File: config.mk
export PLATFORM = sky130hd
export DESIGN_NAME = srfr_deframer
export DESIGN_NICKNAME = d
export VERILOG_FILES = /design/src/hdl/srfr_pkg.sv /design/src/hdl/srfr_deframer.sv
export SDC_FILE = /design/constraint.sdc
export NUM_CORES = 1
export LEC_CHECK = 0
export BUFFER_PORTS_ARGS = -buffer_cell sky130_fd_sc_hd__buf_2
export CORE_MARGIN = 2
export CORE_UTILIZATION = 40
export DETAILED_ROUTE_END_ITERATION = 10
export MAX_ROUTING_LAYER = met4
export PLACE_DENSITY = 0.69
export RECOVER_POWER = 50
export SLEW_MARGIN = 20
export SYNTH_ARGS = -nofsm -noshare
export SYNTH_HDL_FRONTEND = slang
export SYNTH_SLANG_ARGS = --single-unit
File: constraint.sdc
create_clock -name clk -period 5.55 [get_ports clk]
set_input_delay 0.555 -clock clk [delete_from_list [all_inputs] [get_ports clk]]
set_output_delay 0.555 -clock clk [all_outputs]
set_load 0.01 [all_outputs]
File: src/hdl/srfr_pkg.sv
// ----------------------------------------------------------------------------
// srfr_pkg
// Types and constants shared by the servo reply frame receiver.
// ----------------------------------------------------------------------------
package srfr_pkg;

    localparam logic [7:0] START_BYTE = 8'hAA;
    localparam logic [7:0] BYTE_MASK  = 8'hFF;

    localparam int unsigned BYTE_W  = 8;
    localparam int unsigned INDEX_W = 9;

    typedef enum logic [1:0] {
        PH_HUNT = 2'd0,
        PH_LEN  = 2'd1,
        PH_BODY = 2'd2
    } phase_t;

    typedef enum logic [1:0] {
        ST_PROGRESS = 2'd0,
        ST_GOOD     = 2'd1,
        ST_MISMATCH = 2'd2
    } frame_status_t;

    typedef struct packed {
        logic [BYTE_W-1:0]  frame_byte;
        logic [INDEX_W-1:0] byte_index;
        logic               first_flag;
        logic               last_flag;
        frame_status_t      frame_status;
    } frame_result_t;

endpackage

File: src/hdl/srfr_deframer.sv
// ----------------------------------------------------------------------------
// srfr_deframer
// Frame tracking, checksum and result register.
// ----------------------------------------------------------------------------
module srfr_deframer
    import srfr_pkg::*;
(
    input  logic              clk,
    input  logic              rst_n,
    input  logic              check_enable,
    input  logic              stage_valid,
    input  logic [BYTE_W-1:0] stage_byte,
    output logic              stage_take,
    output logic              res_valid,
    output frame_result_t     res,
    input  logic              res_ready
);

    phase_t             phase_reg;
    phase_t             phase_next;
    logic [INDEX_W-1:0] remaining_reg;
    logic [INDEX_W-1:0] remaining_next;
    logic [BYTE_W-1:0]  sum_reg;
    logic [BYTE_W-1:0]  sum_next;
    logic [INDEX_W-1:0] position_reg;
    logic [INDEX_W-1:0] position_next;
    logic               out_valid_reg;
    logic               out_valid_next;
    frame_result_t      out_reg;
    frame_result_t      out_next;

    logic              emit;
    logic              end_of_frame;
    logic [BYTE_W-1:0] inv_byte;

    assign stage_take   = stage_valid && (!out_valid_reg || res_ready);
    assign inv_byte     = (~stage_byte) & BYTE_MASK;
    assign end_of_frame = (remaining_reg <= INDEX_W'(1));
    assign res_valid    = out_valid_reg;
    assign res          = out_reg;

    // Next phase.
    always_comb
    begin
        phase_next = phase_reg;
        if (stage_take)
        begin
            unique case (phase_reg)
                PH_LEN:
                begin
                    phase_next = PH_BODY;
                end
                PH_BODY:
                begin
                    if (end_of_frame)
                    begin
                        phase_next = PH_HUNT;
                    end
                end
                default:
                begin
                    phase_next = (stage_byte == START_BYTE) ? PH_LEN : PH_HUNT;
                end
            endcase
        end
    end

    // Counters, checksum and the result item.
    always_comb
    begin
        remaining_next          = remaining_reg;
        sum_next                = sum_reg;
        position_next           = position_reg;
        emit                    = 1'b0;
        out_next.frame_byte     = stage_byte;
        out_next.byte_index     = position_reg;
        out_next.first_flag     = 1'b0;
        out_next.last_flag      = 1'b0;
        out_next.frame_status   = ST_PROGRESS;
        if (stage_take)
        begin
            unique case (phase_reg)
                PH_LEN:
                begin
                    emit           = 1'b1;
                    sum_next       = inv_byte;
                    remaining_next = {1'b0, stage_byte} + INDEX_W'(1);
                    position_next  = INDEX_W'(2);
                end
                PH_BODY:
                begin
                    emit = 1'b1;
                    if (end_of_frame)
                    begin
                        out_next.last_flag = 1'b1;
                        if (check_enable && (stage_byte != sum_reg))
                        begin
                            out_next.frame_status = ST_MISMATCH;
                        end
                        else
                        begin
                            out_next.frame_status = ST_GOOD;
                        end
                        remaining_next = '0;
                        sum_next       = '0;
                        position_next  = '0;
                    end
                    else
                    begin
                        sum_next       = sum_reg + inv_byte;
                        remaining_next = remaining_reg - INDEX_W'(1);
                        position_next  = position_reg + INDEX_W'(1);
                    end
                end
                default:
                begin
                    // Unused phase code falls back to hunting.
                    if (stage_byte == START_BYTE)
                    begin
                        emit                = 1'b1;
                        out_next.byte_index = '0;
                        out_next.first_flag = 1'b1;
                        remaining_next      = '0;
                        sum_next            = '0;
                        position_next       = INDEX_W'(1);
                    end
                end
            endcase
        end
    end

    always_comb
    begin
        out_valid_next = out_valid_reg;
        if (res_ready)
        begin
            out_valid_next = 1'b0;
        end
        if (emit)
        begin
            out_valid_next = 1'b1;
        end
    end

    always_ff @(posedge clk or negedge rst_n)
    begin
        if (!rst_n)
        begin
            phase_reg     <= PH_HUNT;
            remaining_reg <= '0;
            sum_reg       <= '0;
            position_reg  <= '0;
            out_valid_reg <= 1'b0;
        end
        else
        begin
            phase_reg     <= phase_next;
            remaining_reg <= remaining_next;
            sum_reg       <= sum_next;
            position_reg  <= position_next;
            out_valid_reg <= out_valid_next;
        end
    end

    always_ff @(posedge clk)
    begin
        if (emit)
        begin
            out_reg <= out_next;
        end
    end

    a_last_has_status: assert property (@(posedge clk) disable iff (!rst_n)
        out_valid_reg |-> (out_reg.last_flag == (out_reg.frame_status != ST_PROGRESS)))
        else $error("last flag and frame status disagree");

    a_first_not_last: assert property (@(posedge clk) disable iff (!rst_n)
        out_valid_reg |-> !(out_reg.first_flag && out_reg.last_flag))
        else $error("a frame byte is flagged both first and last");

    a_start_opens_frame: assert property (@(posedge clk) disable iff (!rst_n)
        (stage_take && (phase_reg != PH_LEN) && (phase_reg != PH_BODY)
         && (stage_byte == START_BYTE)) |=> (phase_reg == PH_LEN))
        else $error("start byte did not open a frame");

    a_hunt_cleared: assert property (@(posedge clk) disable iff (!rst_n)
        (phase_reg == PH_HUNT) |-> ((position_reg == '0) && (remaining_reg == '0)))
        else $error("counters not cleared while hunting");

endmodule

# Word level (Yosys, flattened, before mapping)
# Index checks and enable logic that the tools add are counted.
classes:
  n_addsub: 4
  n_lt_le_gt_ge: 1
  eq_ne: 5
  mux: 23
  n_bitwise: 2
  reduce_logical: 12
op_table:
  columns: ["op", "count"]
  rows:
  - ["$mux 9", 4]
  - ["$pmux 9 s2", 2]
  - ["$mux 10", 2]
  - ["$mux 8", 2]
  - ["$pmux 8 s2", 1]
  - ["$mux 13", 1]
  - ["$add 8x1->9 const B", 1]
  - ["$add 9x1->9 const B", 1]
  - ["$le 9x1->1 const B", 1]
  - ["$sub 9x1->9 const B", 1]
  - ["$add 8x8->8", 1]
  - ["$eq 8x8->1 const B", 1]
  - ["$ne 8x8->1", 1]
  - ["$not 8->8", 1]
  - ["$mux 1", 6]
  - ["$mux 3", 2]
  - ["$reduce_and 2->1", 3]
  - ["$mux 2", 2]
  - ["$pmux 2 s2", 1]
  - ["$reduce_and 3->1", 1]
  - ["$reduce_bool 3->1", 1]
  - ["$reduce_or 3->1", 1]
  - ["$eq 2x1->1 const B", 1]
  - ["$eq 2x2->1 const B", 1]
  - ["7 further kinds", 8]
word_totals:
  ff_bits: 50
  input_bits: 13
  output_inout_bits: 23
  elab_cells: 57

# Logic depth before layout (Yosys ltp)
depth:
  ltp_word: 6
  ltp_mapped: 9
  depth_no_buf: 8

# Least setup slack after synthesis
# Ideal clock, no wire load.
synth_path:
  path_kind: "input port to flip-flop"
  start: "in stage_byte[2]"
  end: "reg sum_reg[7]"
  setup_time_ns: 0.137
  arrival_ns: 2.127
  required_time_ns: 5.413
  setup_slack_ns: 3.285
  cell_stages: 9
  path_buffers: 1
  path_cell_list: "clkbuf_1 inv_1 ha_1 a21oi_1 a21oi_1 nor3_1 xor2_1 mux2i_1 o221ai_1"
synth_via:
  elab_chain_len: 4
  elab_cells_between_ends: 7
  classes_between: "add/sub (1); eq/ne (1); mux (2); bitwise (1); reduce/logical (2)"
synth_rtl:
  columns: ["element", "line", "text"]
  rows:
  - ["start, declared", "srfr_deframer.sv:12", "input logic [BYTE_W-1:0] stage_byte,"]
  - ["$not 8->8", "srfr_deframer.sv:37", "assign inv_byte = (~stage_byte) & BYTE_MASK;"]
  - ["$add 8x8->8", "srfr_deframer.sv:110", "sum_next = sum_reg + inv_byte;"]
  - ["$mux 8", "srfr_deframer.sv:93", "if (end_of_frame)"]
  - ["$pmux 8 s2", "srfr_deframer.sv:82", "unique case (phase_reg)"]
  - ["end signal, assigned", "srfr_deframer.sv:159", "sum_reg <= sum_next;"]
  - ["end, declared", "srfr_deframer.sv:23", "logic [BYTE_W-1:0] sum_reg;"]
# Several ways; a longest one is shown, not always the timed one.
# A chain may end at the register's enable or synchronous reset.

# Final worst setup path
layout_path:
  start: "in stage_byte[0]"
  end: "reg remaining_reg[3]"
layout_via:
  elab_chain_len: 3
  elab_cells_between_ends: 5
  classes_between: "add/sub (1); eq/ne (1); mux (1); reduce/logical (2)"
layout_rtl:
  columns: ["element", "line", "text"]
  rows:
  - ["branches (longest 3 deep; another with $add 8x1->9)", null, null]
  - ["end signal, assigned", "srfr_deframer.sv:158", "remaining_reg <= remaining_next;"]
  - ["end, declared", "srfr_deframer.sv:21", "logic [INDEX_W-1:0] remaining_reg;"]
# Several ways; the timed one is not identified.

==> flow_metrics.env <==
export IMPL_status="finished with violations"
export IMPL_failed_checks="capacitance limit, slew limit"
export IMPL_port_buffers=35
export IMPL_final_seq_area_sq_um=1360
export IMPL_fin_cells=386
export IMPL_num_vias=2146
export IMPL_max_cap_violations=1
export IMPL_start_util_pct=40.7
export IMPL_route_detailed_drc=0
export IMPL_min_from="position_reg[8]"
export IMPL_power_leakage_nw=1.22
export IMPL_cts_root_buffer="clkbuf_8"
export IMPL_crit_arrival_ps=2890
export IMPL_num_antenna_cells=0
export IMPL_row_count=30
export IMPL_synth_area_sq_um=2720
export IMPL_timing_fmax_ghz=0.372
export IMPL_nNetsFinal=333
export IMPL_synthCells=272
export IMPL_drt_iter0_markers=201
export IMPL_top_layer="met4"
export IMPL_cts_resized=0
export IMPL_synth_cell_types=45
export IMPL_cts_sinks=50
export IMPL_rsz0062_at_grt="no"
export IMPL_area_growth_syn_to_layout_pct=10.1
export IMPL_hpwl_um=4380
export IMPL_cts_made_buffers=5
export IMPL_multi_input_area_sq_um=1260
export IMPL_worstSetupStartpointType="primary input"
export IMPL_cellPowerDensity_nw_per_um2=231
export IMPL_finalMaxSlewViolations=30
export IMPL_crit_fanout=13
export IMPL_critPathKind="primary input to register"
export IMPL_worst_hold_path_type="register to register"
export IMPL_synth_flop_cell="dfrtp_1"
export IMPL_cts_tree="built"
export IMPL_clk_latency_ps=300
export IMPL_avgSynthCellArea_sq_um=10.0
export IMPL_period_share_pct=48.4
export IMPL_finalHoldViolations=0
export IMPL_drive_above_1_share_pct=5.23
export IMPL_ant_nets=0
export IMPL_tns_ps=0
export IMPL_wl_met1_um=3010
export IMPL_async_flop_share_pct=58.0
export IMPL_dieArea_sq_um=7480
export IMPL_max_stage_delay_ps=830
export IMPL_post_route_min_period_ps=2690
export IMPL_cts_setup_buffers=0
export IMPL_ys_warn_count=0
export IMPL_cp_num_buf_inv=2
export IMPL_yosysSeqAreaShare_pct=49.8
export IMPL_synth_nets=300
export IMPL_wl_um=6070
export IMPL_synth_edf_count=21
export IMPL_ios=36
export IMPL_htreeDepth=2
export IMPL_ys_seq_elements=50
export IMPL_largest_reg_flops=21
export IMPL_antenna_found_initial=0
export IMPL_coreArea_sq_um=6680
export IMPL_cp_data_required_time_ps=5760
export IMPL_grt_pass1_vias=2013
export IMPL_grt_pass1_wl_um=10100
export IMPL_crit_slowest_cell="a21oi_1"
export IMPL_clockBufferDepth=2
export IMPL_die_x_um=86.5
export IMPL_setup_viol=0
export IMPL_placedCellCount=378
export IMPL_dr_pass1_iters=4
export IMPL_worst_pin_slew_ps=1620
export IMPL_viasPerCell=5.56
export IMPL_clock_skew_ps=12.2
export IMPL_routedWlPerCell_um=15.7
export IMPL_clk_pin_slew_worst_paths_ps=90
export IMPL_groute_usage_overall_pct=17.6
export IMPL_path_delay_family="compound AO/OA/AOI/OAI gates"
export IMPL_r2r_start="remaining_reg[6]"
export IMPL_cts_hold_buf=0
export IMPL_ir_worst_vdd_mv=0.0848
export IMPL_fin_util_pct=44.8
export IMPL_met2_length_um=2710
export IMPL_num_fill_cells=669
export IMPL_critPathCaptureType="register"
export IMPL_gp_congestion=0.983
export IMPL_cp_cell_sequence="clkbuf_1 > inv_1 > ha_1 > and4b_1 > nand4_1 > a21oi_1 > nand2_1 > o221ai_1"
export IMPL_grt_max_degree=30
export IMPL_relSlewSlack_pct=-7.80
export IMPL_die_h_um=86.5
export IMPL_route_met3_wl_um=295
export IMPL_grt_ovfl_total=0
export IMPL_startpoint="stage_byte[0]"
==> metrics by stage <==
stage                     worst slack, ps  area [sq um]  power (mW)  hold slack [ps]
after floorplan                      3290          2720       0.466              259
after global placement               2770          2950       0.493              458
after detailed placement             2640          2950       0.495              458
after CTS                            2890          3030       0.695              317
after global routing                 2720          3000       0.720              491
final                                2860          3000       0.692              471
==> cell usage after synthesis (4+ instances only) <==
| cell | instances | area share, % |
|---|---|---|
| o21ai_1 | 23 | 4.2 |
| nor3_1 | 5 | 0.92 |
| nand4_1 | 6 | 1.4 |
| a21oi_1 | 13 | 2.4 |
| nor2_1 | 12 | 1.7 |
| clkbuf_1 | 6 | 0.83 |
| o22ai_1 | 6 | 1.4 |
| edfxtp_1 | 21 | 23 |
| o21ai_0 | 9 | 1.7 |
| ha_1 | 14 | 6.4 |
| nand3_1 | 7 | 1.3 |
| nand2_1 | 33 | 4.6 |
| inv_1 | 17 | 2.3 |
| o221ai_1 | 4 | 1.3 |
| xnor2_1 | 9 | 2.9 |
| and3_1 | 5 | 1.1 |
| xor2_1 | 4 | 1.3 |
| dfrtp_1 | 29 | 27 |
| and2_1 | 10 | 2.3 |
==> cells by family after synthesis <==
family / count (synthesis) / share of synthesized area, %
buf+inv: 26 / 3.95
xor+xnor: 13 / 4.18
flops: 50 / 49.8
compound gates: 75 / 17.6
mux: 1 / 0.368
fa+ha+maj: 15 / 7.17
simple gates: 92 / 16.9
==> worst paths after layout <==
kind	endpoint	slack, ps	depth (start not counted)
worst max-delay path	remaining_reg[3]	2860	8
worst min-delay path	position_reg[8]	470	1
worst max register to register	remaining_reg[7]	2880	6
worst min register to register	position_reg[8]	470	1
max in group asynchronous	remaining_reg[6]	3960	1
min in group asynchronous	sum_reg[4]	650	1
==> cell usage in the layout (no fill, tap or decap), types with 2 or more instances in the layout <==
cell / n
inv_1: 17
nor3_1: 5
edfxtp_1: 21
nand4_1: 6
buf_2: 4
o22ai_1: 6
ha_1: 14
clkbuf_1: 32
a31oi_1: 3
a21oi_1: 13
o221ai_1: 4
xor2_1: 4
nor2b_1: 2
or3_1: 2
dfrtp_1: 29
a22oi_1: 3
a22o_1: 3
and2_1: 10
o21ai_0: 9
clkbuf_8: 5
o21ai_1: 23
nand3_1: 7
nor4_1: 3
nand2_1: 33
xnor2_1: 9
a21o_1: 3
and3_1: 5
nor2_1: 12
==> routing by layer <==
layer	vias to the layer above	GRT usage, %
met5	-	-
met4	0	4.97
met3	10	2.86
met2	55	25.5
met1	1027	25.7
li1	1054	-
==> layout make-up <==
type	count	area share (%)
Clock buffer	6	2.42
Clock inverter	2	0.292
Inverter	17	2.13
Multi-Input combinational cell	196	42.0
Sequential cell	50	45.3
Tap cell	80	3.34
Timing Repair Buffer	35	4.55
==> where the power goes <==
group / leakage, nW / total [mW] / switching (mW) / internal [mW]
registers: 0.580 / 0.403 / 0.00903 / 0.394
logic: 0.593 / 0.0844 / 0.0521 / 0.0323
clock network: 0.0426 / 0.205 / 0.118 / 0.0870
total: 1.22 / 0.692 / 0.179 / 0.513
(Power assumes the default switching activity.)
