==> src/hdl/srfr_pkg.sv <==
// ----------------------------------------------------------------------------
// srfr_pkg
// Types and constants shared by the servo reply frame receiver.
// ----------------------------------------------------------------------------
package srfr_pkg;

    localparam logic [7:0] START_BYTE = 8'hAA;
    localparam logic [7:0] BYTE_MASK  = 8'hFF;

    localparam int unsigned BYTE_W  = 8;
    localparam int unsigned INDEX_W = 9;

    typedef enum logic [1:0] {
        PH_HUNT = 2'd0,
        PH_LEN  = 2'd1,
        PH_BODY = 2'd2
    } phase_t;

    typedef enum logic [1:0] {
        ST_PROGRESS = 2'd0,
        ST_GOOD     = 2'd1,
        ST_MISMATCH = 2'd2
    } frame_status_t;

    typedef struct packed {
        logic [BYTE_W-1:0]  frame_byte;
        logic [INDEX_W-1:0] byte_index;
        logic               first_flag;
        logic               last_flag;
        frame_status_t      frame_status;
    } frame_result_t;

endpackage

==> src/hdl/srfr_in_stage.sv <==
// ----------------------------------------------------------------------------
// srfr_in_stage
// Input register for received bytes; refills in the cycle it is drained.
// ----------------------------------------------------------------------------
module srfr_in_stage
    import srfr_pkg::*;
(
    input  logic              clk,
    input  logic              rst_n,
    input  logic              in_valid,
    input  logic [BYTE_W-1:0] in_byte,
    output logic              in_ready,
    output logic              stage_valid,
    output logic [BYTE_W-1:0] stage_byte,
    input  logic              stage_take
);

    logic              valid_reg;
    logic              valid_next;
    logic [BYTE_W-1:0] byte_reg;

    assign in_ready    = !valid_reg || stage_take;
    assign stage_valid = valid_reg;
    assign stage_byte  = byte_reg;

    always_comb
    begin
        valid_next = valid_reg;
        if (in_ready)
        begin
            valid_next = in_valid;
        end
    end

    always_ff @(posedge clk or negedge rst_n)
    begin
        if (!rst_n)
        begin
            valid_reg <= 1'b0;
        end
        else
        begin
            valid_reg <= valid_next;
        end
    end

    always_ff @(posedge clk)
    begin
        if (in_ready && in_valid)
        begin
            byte_reg <= in_byte;
        end
    end

endmodule

==> config.mk <==
export PLATFORM = sky130hd
export DESIGN_NAME = srfr_in_stage
export DESIGN_NICKNAME = d
export VERILOG_FILES = /design/src/hdl/srfr_pkg.sv /design/src/hdl/srfr_in_stage.sv
export SDC_FILE = /design/constraint.sdc
export NUM_CORES = 1
export LEC_CHECK = 0
export BUFFER_PORTS_ARGS = -buffer_cell sky130_fd_sc_hd__buf_2
export CORE_AREA = 2 2 39 41
export CTS_BUF_LIST = sky130_fd_sc_hd__clkbuf_8
export CTS_CLUSTER_SIZE = 20
export DETAILED_ROUTE_END_ITERATION = 7
export DIE_AREA = 0 0 41 43
export PLACE_DENSITY = 0.53
export SETUP_SLACK_MARGIN = 0.02
export SYNTH_ARGS = -nofsm -noshare
export SYNTH_HDL_FRONTEND = slang
export SYNTH_SLANG_ARGS = --single-unit
==> constraint.sdc <==
create_clock -name clk -period 0.9 [get_ports clk]
set_input_delay 0.045 -clock clk [delete_from_list [all_inputs] [get_ports clk]]
set_output_delay 0.045 -clock clk [all_outputs]
set_load 0.02 [all_outputs]
Word-level counts from Yosys, hierarchy flattened
Index checks and enable logic that the tools add are counted.
W data, S select, Z words.

storage, ports and cells
  logic and storage cells = 5
  input bits = 12
  flip-flop bits (word level) = 9
  output and inout port bits = 10

cells by class
  reductions and logical operators = 3

operators with widths
  kind                 number
  $logic_and A1 B1 Y1  1
  $logic_not A1 Y1     1
  $logic_or A1 B1 Y1   1

Depth between registers and ports, before layout
Gate-level depths: netlist of the first run.

  depth after elaboration = 3
  gate-level depth with buffers = 2
  depth with buffers taken out = 2

Least setup slack after synthesis of the first run
No wires, ideal clock.

  path kind = register to register
  from = register valid_reg, in the netlist stage_valid
  to = register byte_reg[0], in the netlist stage_byte[0], enable pin
  period minus slack after synthesis = 1.096 ns
  data required time = 0.600 ns
  slack = -0.196 ns
  path buffers = 0
  cell stages (with the launch flop) = 3
  setup time = 0.300 ns
  arrival time = 0.796 ns
  cells stage by stage = dfrtp_1 > nand2b_4 > and2_4

on the way
  longest elaborated chain between the ends = 3

RTL lines
  what                    RTL line             text
  from (decl)             srfr_in_stage.sv:18  logic valid_reg;
  from (signal assigned)  srfr_in_stage.sv:43  valid_reg <= valid_next;
  $logic_not A1 Y1        srfr_in_stage.sv:22  assign in_ready = !valid_reg || stage_take;
  $logic_or A1 B1 Y1      srfr_in_stage.sv:22
  net in_ready            srfr_in_stage.sv:12  output logic in_ready,
  $logic_and A1 B1 Y1     srfr_in_stage.sv:49  if (in_ready && in_valid)
  to (signal assigned)    srfr_in_stage.sv:51  byte_reg <= in_byte;
  to (decl)               srfr_in_stage.sv:20  logic [BYTE_W-1:0] byte_reg;

The timed path passes the listed nets, and every way through them passes these cells.
A chain may end at the register's enable or synchronous reset.

Final worst setup path of the first run
  from = register valid_reg, in the netlist stage_valid
  to = register byte_reg[5], in the netlist stage_byte[5], enable pin

on the way
  longest elaborated chain between the ends = 3

RTL lines
  what                 RTL line
  $logic_not A1 Y1     srfr_in_stage.sv:22
  $logic_or A1 B1 Y1   srfr_in_stage.sv:22
  $logic_and A1 B1 Y1  srfr_in_stage.sv:49

Every way passes these cells.

==> results_dict.tcl, run 1 <==
set metrics [dict create \
    status "finished with violations" \
    violations "negative setup slack" \
    syn_avg_cell_area_sq_um 24.50 \
    reg2reg_slack_ps -80 \
    final_cells 63 \
    synthSimpleGateAreaFrac 0.09787 \
    clock-sinks 9 \
    via_per_inst 3.794 \
    antenna_found_initial 0 \
    finalHoldViolCount 0 \
    synthAdderAreaFrac 0 \
    syn_nets 24 \
    cts.clk_slew.worst_paths_ps 40 \
    r2r.worst_path.cells 2 \
    crit_path_end_kind "flop" \
    synthTopCellsByCount "edfxtp_1, and2_4, dfrtp_1, nand2b_1, nand2b_4" \
    synthArstFlopShare 0.1111 \
    cts_root_buf "clkbuf_8" \
    power.total_w 0.001073 \
    holdCritPathClass "input pin to flop" \
    routabilityCongestion 0.5290 \
    start_util 0.2125 \
    critPathKind "flop to flop" \
    dieArea_sq_um 1763 \
    placed_cells 50 \
    die_x_um 41 \
    max_freq_ghz 1.020 \
    n_antenna_cell 0 \
    cp_data_arrival_time_ps 910 \
    drt_wl_total_um 630 \
    crit_chain "nand2b_4, and2_4" \
    synth_top_family_by_area "simple AND/OR/NAND/NOR gates" \
    yosysMostFrequentCell "edfxtp_1" \
    synth_top_area_frac 0.8170 \
    finalClockSkew_ps 2.023 \
    synth_top_cell_by_area "edfxtp_1" \
    io_pins 22 \
    ys_types 5 \
    drive_gt1_frac 0.5957 \
    grt_pass1_wl_um 959 \
    cts_tree "built" \
    die_h_um 43 \
    nFillCells 144 \
    synth_compound_area_frac 0 \
    p_leak_nw 0.2568 \
    synth-edff-count 8 \
    synthMuxAreaShare 0 \
    ys.flop_type "edfxtp_1" \
    grt-ovfl-total 0 \
    power_per_cell_area_nw_per_um2 1872 \
    synth-seq-area-share 0.9021 \
    syn_area_sq_um 294.0 \
    cts_max_level 1 \
    drv_cap 0 \
    syn2layout_area_growth_pct 94.89 \
    yosysWarnings 0 \
    netlist_instances 12 \
    timing.final.crit_share 1.089 \
    place_ws_ps -73.79 \
    start_kind "flop" \
    min_path_cells 2 \
    cp_slowest_cell "dfrtp_2" \
    fin_crit_ps 979.9 \
    grt_pass1_vias 253 \
    core-area_sq_um 1384 \
    layout_setup_ws_ps -79.94 \
    io_buffers 21 \
    dr.pass1.iters 1 \
    synth_xor_area_frac 0 \
    clock_latency_ps 230 \
    first_iter_violations 0 \
    maxSlewViolCount 0 \
    grt_max_degree 9 \
    wl_per_cell_um 10.00 \
    finish.net_count 60 \
    cts_made_buffers 3 \
    setup_violations 9 \
    worstMarginPinSlew_ps 109.8 \
    path_max_fanout 8 \
    vdd_drop_max_mv 0.7261 \
    slew_headroom 0.9268 \
    cpPeakStageDelay_ps 420 \
    ys_ff_latch 9 \
    vias 239 \
    rows 14 \
    synth_area_leaders "edfxtp_1, dfrtp_1, nand2b_4" \
    ant_nets 0 \
    grt_usage 0.08869 \
    clk_path_buf_depth 2 \
    critical_path_required_ps 830 \
    rsz0062_at_grt "true" \
    drc 0 \
]
## flip-flops by register name, summed over array words and instances (netlist names)
signal       count
stage_byte       8
stage_valid      1
## layout make-up
cell class / count / area, sq um / area share
clock buffers: 3 / 41.29 / 0.07205
clock inverters: 1 / 3.754 / 0.006550
multi-input cells: 3 / 28.78 / 0.05022
flip-flops and latches: 9 / 266.5 / 0.4651
well taps: 16 / 20.02 / 0.03493
repair buffers: 31 / 212.7 / 0.3712
## critical path, delay by kind of cell (launching register included)
family | cells | cell delay, ps
AND/OR/NAND/NOR | 2 | 270
flip-flops | 1 | 420
## cell usage in the layout (no fill, tap or decap), drive strengths merged
cell,instances
buf,22
dlygate4sd3,9
edfxtp,8
clkbuf,3
nand2b,2
and2,1
inv,1
dfrtp,1
## where the power goes
group,leakage (nW),switching (W),internal (W)
clock network,0.0269,0.000141,0.000295
registers,0.0862,0.00000695,0.000485
logic,0.144,0.0000664,0.0000771
total,0.257,0.000215,0.000858
## kinds of logic (layout without fill, tap and decap cells)
| family | after synthesis | count (layout) |
|---|---|---|
| buffers and inverters | 0 | 35 |
| DFF | 9 | 9 |
| and+or+nand+nor | 3 | 3 |
## metal layers
| metal | wire, um | vias to the layer above | global-route usage |
|---|---|---|---|
| li1 | - | 113 | - |
| met1 | 226 | 106 | 0.07432 |
| met2 | 288 | 20 | 0.1313 |
| met3 | 115 | 0 | 0.05759 |
| met4 | 0 | 0 | 0.08000 |
| met5 | 0 | - | 0 |
## metrics by stage
| step | hold slack [ps] | TNS, ps | util | cell area (sq um) |
|---|---|---|---|---|
| final | 30.78 | -689.6 | 0.4141 | 573.1 |
| after global routing | 49.35 | -897.3 | 0.4141 | 573.1 |
| after CTS | 18.66 | -728.5 | 0.4114 | 569.3 |
| after detailed placement | -176.5 | -589.2 | 0.3092 | 427.9 |
| after global placement | -180.2 | -386.7 | 0.3092 | 427.9 |
| after floorplan | -250.6 | -1285 | - | 295.3 |
## final timing paths
kind	endpoint	startpoint
max in group asynchronous	stage_valid	rst_n
worst max register to register	stage_byte[5]	stage_valid
min in group asynchronous	stage_valid	rst_n
worst min register to register	stage_valid	stage_valid
worst min-delay path	stage_valid	in_valid
worst max-delay path	stage_byte[5]	stage_valid
## repair_timing
action	in CTS	in global routing
resized for setup	2	1
hold buffers	9	0
endpoints found under the setup margin	9	9
setup buffers	0	0
endpoints found under the hold margin	9	0
cloned	0	0
Power figures use the tool's default switching activity.
==> run 2, diff against run 1 <==
--- a/config.mk
+++ b/config.mk
@@ -13,6 +13,7 @@
 export DIE_AREA = 0 0 41 43
 export PLACE_DENSITY = 0.53
 export SETUP_SLACK_MARGIN = 0.02
+export SLEW_MARGIN = 10
 export SYNTH_ARGS = -nofsm -noshare
 export SYNTH_HDL_FRONTEND = slang
 export SYNTH_SLANG_ARGS = --single-unit
==> constraint.sdc (replaced) <==
create_clock -name clk -period 0.9 [get_ports clk]
set_input_delay 0.18 -clock clk [delete_from_list [all_inputs] [get_ports clk]]
set_output_delay 0.18 -clock clk [all_outputs]
set_load 0.02 [all_outputs]
==> run 2 against run 1 <==
Compared with the run above:
- the flow still finishes with violations (negative setup slack)
- power is 1.2% lower
- sequential share of layout area is 4.8 points higher
- largest power group unchanged
- count of clock-buffer cells in the layout stayed put
- critical endpoint is now in_ready
- cell area is 9.4% lower
- cell count is 11% lower
- setup slack worse by 110 ps
==> results_dict.tcl, run 2 (same netlist as run 1, synthesis figures left out) <==
set metrics [dict create \
    status "finished with violations" \
    violations "negative setup slack" \
    crit_cells 3 \
    rows 14 \
    p_leak_nw 0.2344 \
    die_x_um 41 \
    slew_headroom 0.9275 \
    grt_usage 0.07849 \
    path_max_fanout 2 \
    crit_path_end_kind "primary output" \
    place_ws_ps -73.79 \
    fin_crit_ps 1093 \
    antenna_found_initial 0 \
    core-area_sq_um 1384 \
    holdCritPathClass "input pin to flop" \
    cts.clk_slew.worst_paths_ps 40 \
    cpPeakStageDelay_ps 420 \
    ant_nets 0 \
    final_cell_mix "buf_2, edfxtp_1, buf_6" \
    start_kind "flop" \
    cpLargestDelayFamily "flip-flops" \
    grt_pass1_vias 218 \
    worstMarginPinSlew_ps 108.8 \
    power.total_w 0.001060 \
    cp_data_arrival_time_ps 910 \
    vdd_drop_max_mv 0.7203 \
    drv_cap 0 \
    final_util 0.3752 \
    finish.net_count 53 \
    critPathLaunch "stage_valid" \
    clock_latency_ps 230 \
    cts_max_level 1 \
    first_iter_violations 0 \
    clk_path_buf_depth 2 \
    placed_cells 50 \
    dieArea_sq_um 1763 \
    final_cells 56 \
    cts_tree "built" \
    n_antenna_cell 0 \
    path_buf_inv 2 \
    finalHoldViolCount 0 \
    cts_root_buf "clkbuf_8" \
    r2r-start "stage_valid" \
    finalClockSkew_ps 2.168 \
    place_area_sq_um 427.9 \
    critical_path_required_ps 720 \
    clock-sinks 9 \
    drive_gt1_frac 0.7250 \
    cts_made_buffers 3 \
    io_buffers 21 \
    cp-endpoint "in_ready" \
    routabilityCongestion 0.5290 \
    grt-ovfl-total 0 \
    start_util 0.2125 \
    setup_violations 18 \
    syn2layout_area_growth_pct 76.60 \
    layout_setup_ws_ps -193.3 \
    grt_pass1_wl_um 834 \
    reg2reg_slack_ps -80 \
    drc 0 \
    via_per_inst 3.696 \
    max_freq_ghz 0.9147 \
    r2r.worst_path.cells 2 \
    critPathKind "flop to primary output" \
    largest_reg_flops 8 \
    vias 207 \
    grt_max_degree 9 \
    maxSlewViolCount 0 \
    crit_chain "nand2b_4, buf_6, buf_6" \
    drt_wl_total_um 590 \
    timing.final.crit_share 1.215 \
    rsz0062_at_grt "true" \
    power_per_cell_area_nw_per_um2 2041 \
    io_pins 22 \
    cp_slowest_cell "dfrtp_2" \
    finalInstanceArea_sq_um 519.2 \
    wl_per_cell_um 10.54 \
    reg2reg_to "stage_byte[5]" \
    final_common_cell "buf_2" \
    die_h_um 43 \
    crit_top_cell "buf_6" \
    dr.pass1.iters 1 \
]
==> run 2: cell types whose count changed in the layout (fill, tap and decap cells not counted) <==
| cell | previous run | this run |
|---|---|---|
| buf_4 | 0 | 1 |
| buf_6 | 2 | 5 |
| dlygate4sd3_1 | 9 | 1 |
| buf_2 | 20 | 17 |
==> run 2: layout make-up <==
class,count,area [sq um]
fill,149,864.6
clock buffer,3,41.29
multi-input combinational,3,28.78
clock inverter,1,3.754
sequential,9,266.5
timing repair buffer,24,158.9
tap,16,20.02
==> run 2: how the worst min path moves through the flow <==
stage	from	end	slack [ps]	cells after the start
floorplan	rst_n	stage_valid	-120	0
global placement	rst_n	stage_valid	-50	1
detailed placement	rst_n	stage_valid	-40	1
CTS	in_byte[2]	stage_byte[2]	120	1
global route	in_byte[2]	stage_byte[2]	120	1
finish	in_byte[2]	stage_byte[2]	130	1
==> run 2: per-layer routing <==
metal / routed length [um] / vias to the layer above / global-route usage
met1: 204 / 88 / 0.06757
met4: 0 / 0 / 0.08000
li1: - / 99 / -
met5: 0 / - / 0
met3: 102 / 0 / 0.05759
met2: 283 / 20 / 0.1063
==> run 2: per-stage QoR <==
step / TNS, ps / hold slack, ps
CTS: -1217 / 121.7
finish: -1030 / 129.4
detailed placement: -590.5 / -41.54
global route: -1533 / 117.4
global placement: -386.7 / -45.18
floorplan: -1285 / -115.6
==> run 2: what timing repair did <==
action | in CTS | in global routing
pin swaps | 0 | 0
endpoints found under the setup margin | 18 | 18
hold endpoints to repair | 1 | 0
hold buffers | 1 | 0
gates resized for setup | 3 | 6
setup buffers | 0 | 1
gates cloned | 0 | 0
==> run 2: where the power goes <==
part,leakage [nW],switching [W],internal (W),total [W]
Combinational,0.121,0.0000628,0.0000661,0.000129
Clock,0.0269,0.000141,0.000295,0.000437
Sequential,0.0862,0.00000854,0.000486,0.000494
Total,0.234,0.000212,0.000847,0.00106
==> run 3, diff against run 2 <==
--- a/config.mk
+++ b/config.mk
@@ -8,10 +8,12 @@
 export BUFFER_PORTS_ARGS = -buffer_cell sky130_fd_sc_hd__buf_2
 export CORE_AREA = 2 2 39 41
 export CTS_BUF_LIST = sky130_fd_sc_hd__clkbuf_8
+export CTS_CLUSTER_DIAMETER = 30
 export CTS_CLUSTER_SIZE = 20
 export DETAILED_ROUTE_END_ITERATION = 7
 export DIE_AREA = 0 0 41 43
 export PLACE_DENSITY = 0.53
+export REMOVE_ABC_BUFFERS = 1
 export SETUP_SLACK_MARGIN = 0.02
 export SLEW_MARGIN = 10
 export SYNTH_ARGS = -nofsm -noshare
==> run 3 against run 2 <==
Compared with the run above:
- the flow still finishes with violations (negative setup slack)
- sequential power is essentially flat
- clock power is 0.9% higher
- sequential cell count stayed put
- utilization is 2.3 points higher
- critical endpoint unchanged
- count of clock-buffer cells in the layout stayed put
- maximum frequency grew 0.64%
- combinational power grew 12%
- power rose by 2.2%
- wire length increased by 7.3%
- hold slack worse by 0.84 ps
- global-route usage increased by 1.0 points
- cell area increased by 6.0%
- largest power group unchanged
==> results_dict.tcl, run 3 (same netlist as run 1, synthesis figures left out) <==
set metrics [dict create \
    io_buffers 21 \
    first_iter_violations 2 \
    grt_max_degree 9 \
    rows 14 \
    grt_pass1_wl_um 979 \
    setup_violations 18 \
    via_per_inst 3.807 \
    layout_setup_ws_ps -186.4 \
    finish.net_count 54 \
    power_per_cell_area_nw_per_um2 1966 \
    place_area_sq_um 426.7 \
    worstMarginPinSlew_ps 126.8 \
    multi_input_area_sq_um 28.78 \
    wl_per_cell_um 11.11 \
    n_antenna_cell 0 \
    finalHoldViolCount 0 \
    clock-sinks 9 \
    start_kind "flop" \
    die_h_um 43 \
    crit_chain "nand2b_4, buf_6, buf_6" \
    dr.pass1.iters 2 \
    grt_util_met1 0.08389 \
    cts_made_buffers 3 \
    core-area_sq_um 1384 \
    crit_path_end_kind "primary output" \
    start_util 0.2125 \
    crit_top_cell "buf_6" \
    cp_data_arrival_time_ps 910 \
    io_pins 22 \
    met3_usage 0.06806 \
    status "finished with violations" \
    cts_max_level 1 \
    critical_path_required_ps 720 \
    met2_usage 0.1344 \
    die_x_um 41 \
    fin_crit_ps 1086 \
    drc 0 \
    dieArea_sq_um 1763 \
    rsz0062_at_grt "true" \
    grt-ovfl-total 0 \
    cts_tree "built" \
    drt_wl_total_um 633 \
    critPathKind "flop to primary output" \
    top_usage_layer "met2" \
    cts_root_buf "clkbuf_8" \
    drive_gt1_frac 0.7073 \
    nFillCells 136 \
    area.sequential_sq_um 265.3 \
    final_common_cell "buf_2" \
    violations "negative setup slack" \
    holdCritPathClass "input pin to flop" \
    drv_cap 0 \
    holdWs_ps 128.6 \
    maxSlewViolCount 0 \
    cp_slowest_cell "dfrtp_1" \
    syn2layout_area_growth_pct 87.23 \
    p_leak_nw 0.2487 \
    vias 217 \
    antenna_found_initial 0 \
    ant_nets 0 \
    finalInstanceArea_sq_um 550.5 \
    routabilityCongestion 0.5911 \
    largest_reg_flops 8 \
    path_max_fanout 2 \
    clock_latency_ps 230 \
    cpPeakStageDelay_ps 400 \
    tns_ps -1920 \
    clk_path_buf_depth 2 \
    grt_pass1_vias 240 \
    max_freq_ghz 0.9205 \
    finalClockSkew_ps 2.462 \
    cts.clk_slew.worst_paths_ps 40 \
    vdd_drop_max_mv 0.9675 \
    timing.final.crit_share 1.207 \
    grt_usage 0.08850 \
    slew_headroom 0.9154 \
    final_cell_mix "buf_2, buf_6, edfxtp_1" \
]
## run 3: cell count changes in the layout (fill, tap and decap cells not counted)
| cell | previous run | this run |
|---|---|---|
| dfrtp_1 | 0 | 1 |
| buf_4 | 1 | 2 |
| buf_2 | 17 | 13 |
| dfrtp_2 | 1 | 0 |
| buf_6 | 5 | 9 |
## run 3: timing repair
action                                  4_1_cts  5_1_grt
resized for setup                             5       12
hold endpoints to repair                      1        0
pin swaps                                     1        0
buffers inserted                              2        0
endpoints found under the setup margin       18       18
hold buffers                                  1        0
## run 3: metal layers
layer / vias up / routed length [um]
li1: 102 / -
met1: 93 / 213
met2: 22 / 292
met3: 0 / 127
met4: 0 / 0
met5: - / 0
## run 3: final cells by class
type | instances | area share
sequential | 9 | 0.4818
timing repair buffer | 25 | 0.3477
clock buffer | 3 | 0.07500
multi-input combinational | 3 | 0.05227
tap | 16 | 0.03636
clock inverter | 1 | 0.006818
## run 3: path summary, 6_finish.rpt
check                      cells past startpoint  slack (ps)       endpoint        start
max                                            3        -190       in_ready  stage_valid
min                                            1         130  stage_byte[0]   in_byte[0]
max reg2reg                                    3        -170  stage_byte[2]  stage_valid
min reg2reg                                    3         650    stage_valid  stage_valid
max in group asynchronous                      2         560    stage_valid        rst_n
min in group asynchronous                      2         260    stage_valid        rst_n
## run 3: report_power, final
part	internal, W	total, W	switching (W)
Sequential	0.000485	0.000497	0.0000113
Combinational	0.0000812	0.000145	0.0000639
Clock	0.000296	0.000441	0.000145
Total	0.000862	0.00108	0.000220
## run 3: metrics by stage
| stage | util | instances | setup WS (ps) | total power [W] |
|---|---|---|---|---|
| after floorplan | - | 12 | -195.6 | 0.0005521 |
| after global placement | 0.3083 | 50 | -46.03 | 0.0006035 |
| after detailed placement | 0.3083 | 50 | -80.10 | 0.0006070 |
| after CTS | 0.3707 | 57 | -197.8 | 0.001079 |
| after global routing | 0.3978 | 57 | -217.5 | 0.001140 |
| final | 0.3978 | 57 | -186.4 | 0.001082 |
## run 3: critical path: cells and delay by family, from the launching register on
| family | cells | cell delay [ps] |
|---|---|---|
| buf+inv | 2 | 190 |
| flops | 1 | 400 |
| simple gates | 1 | 80 |
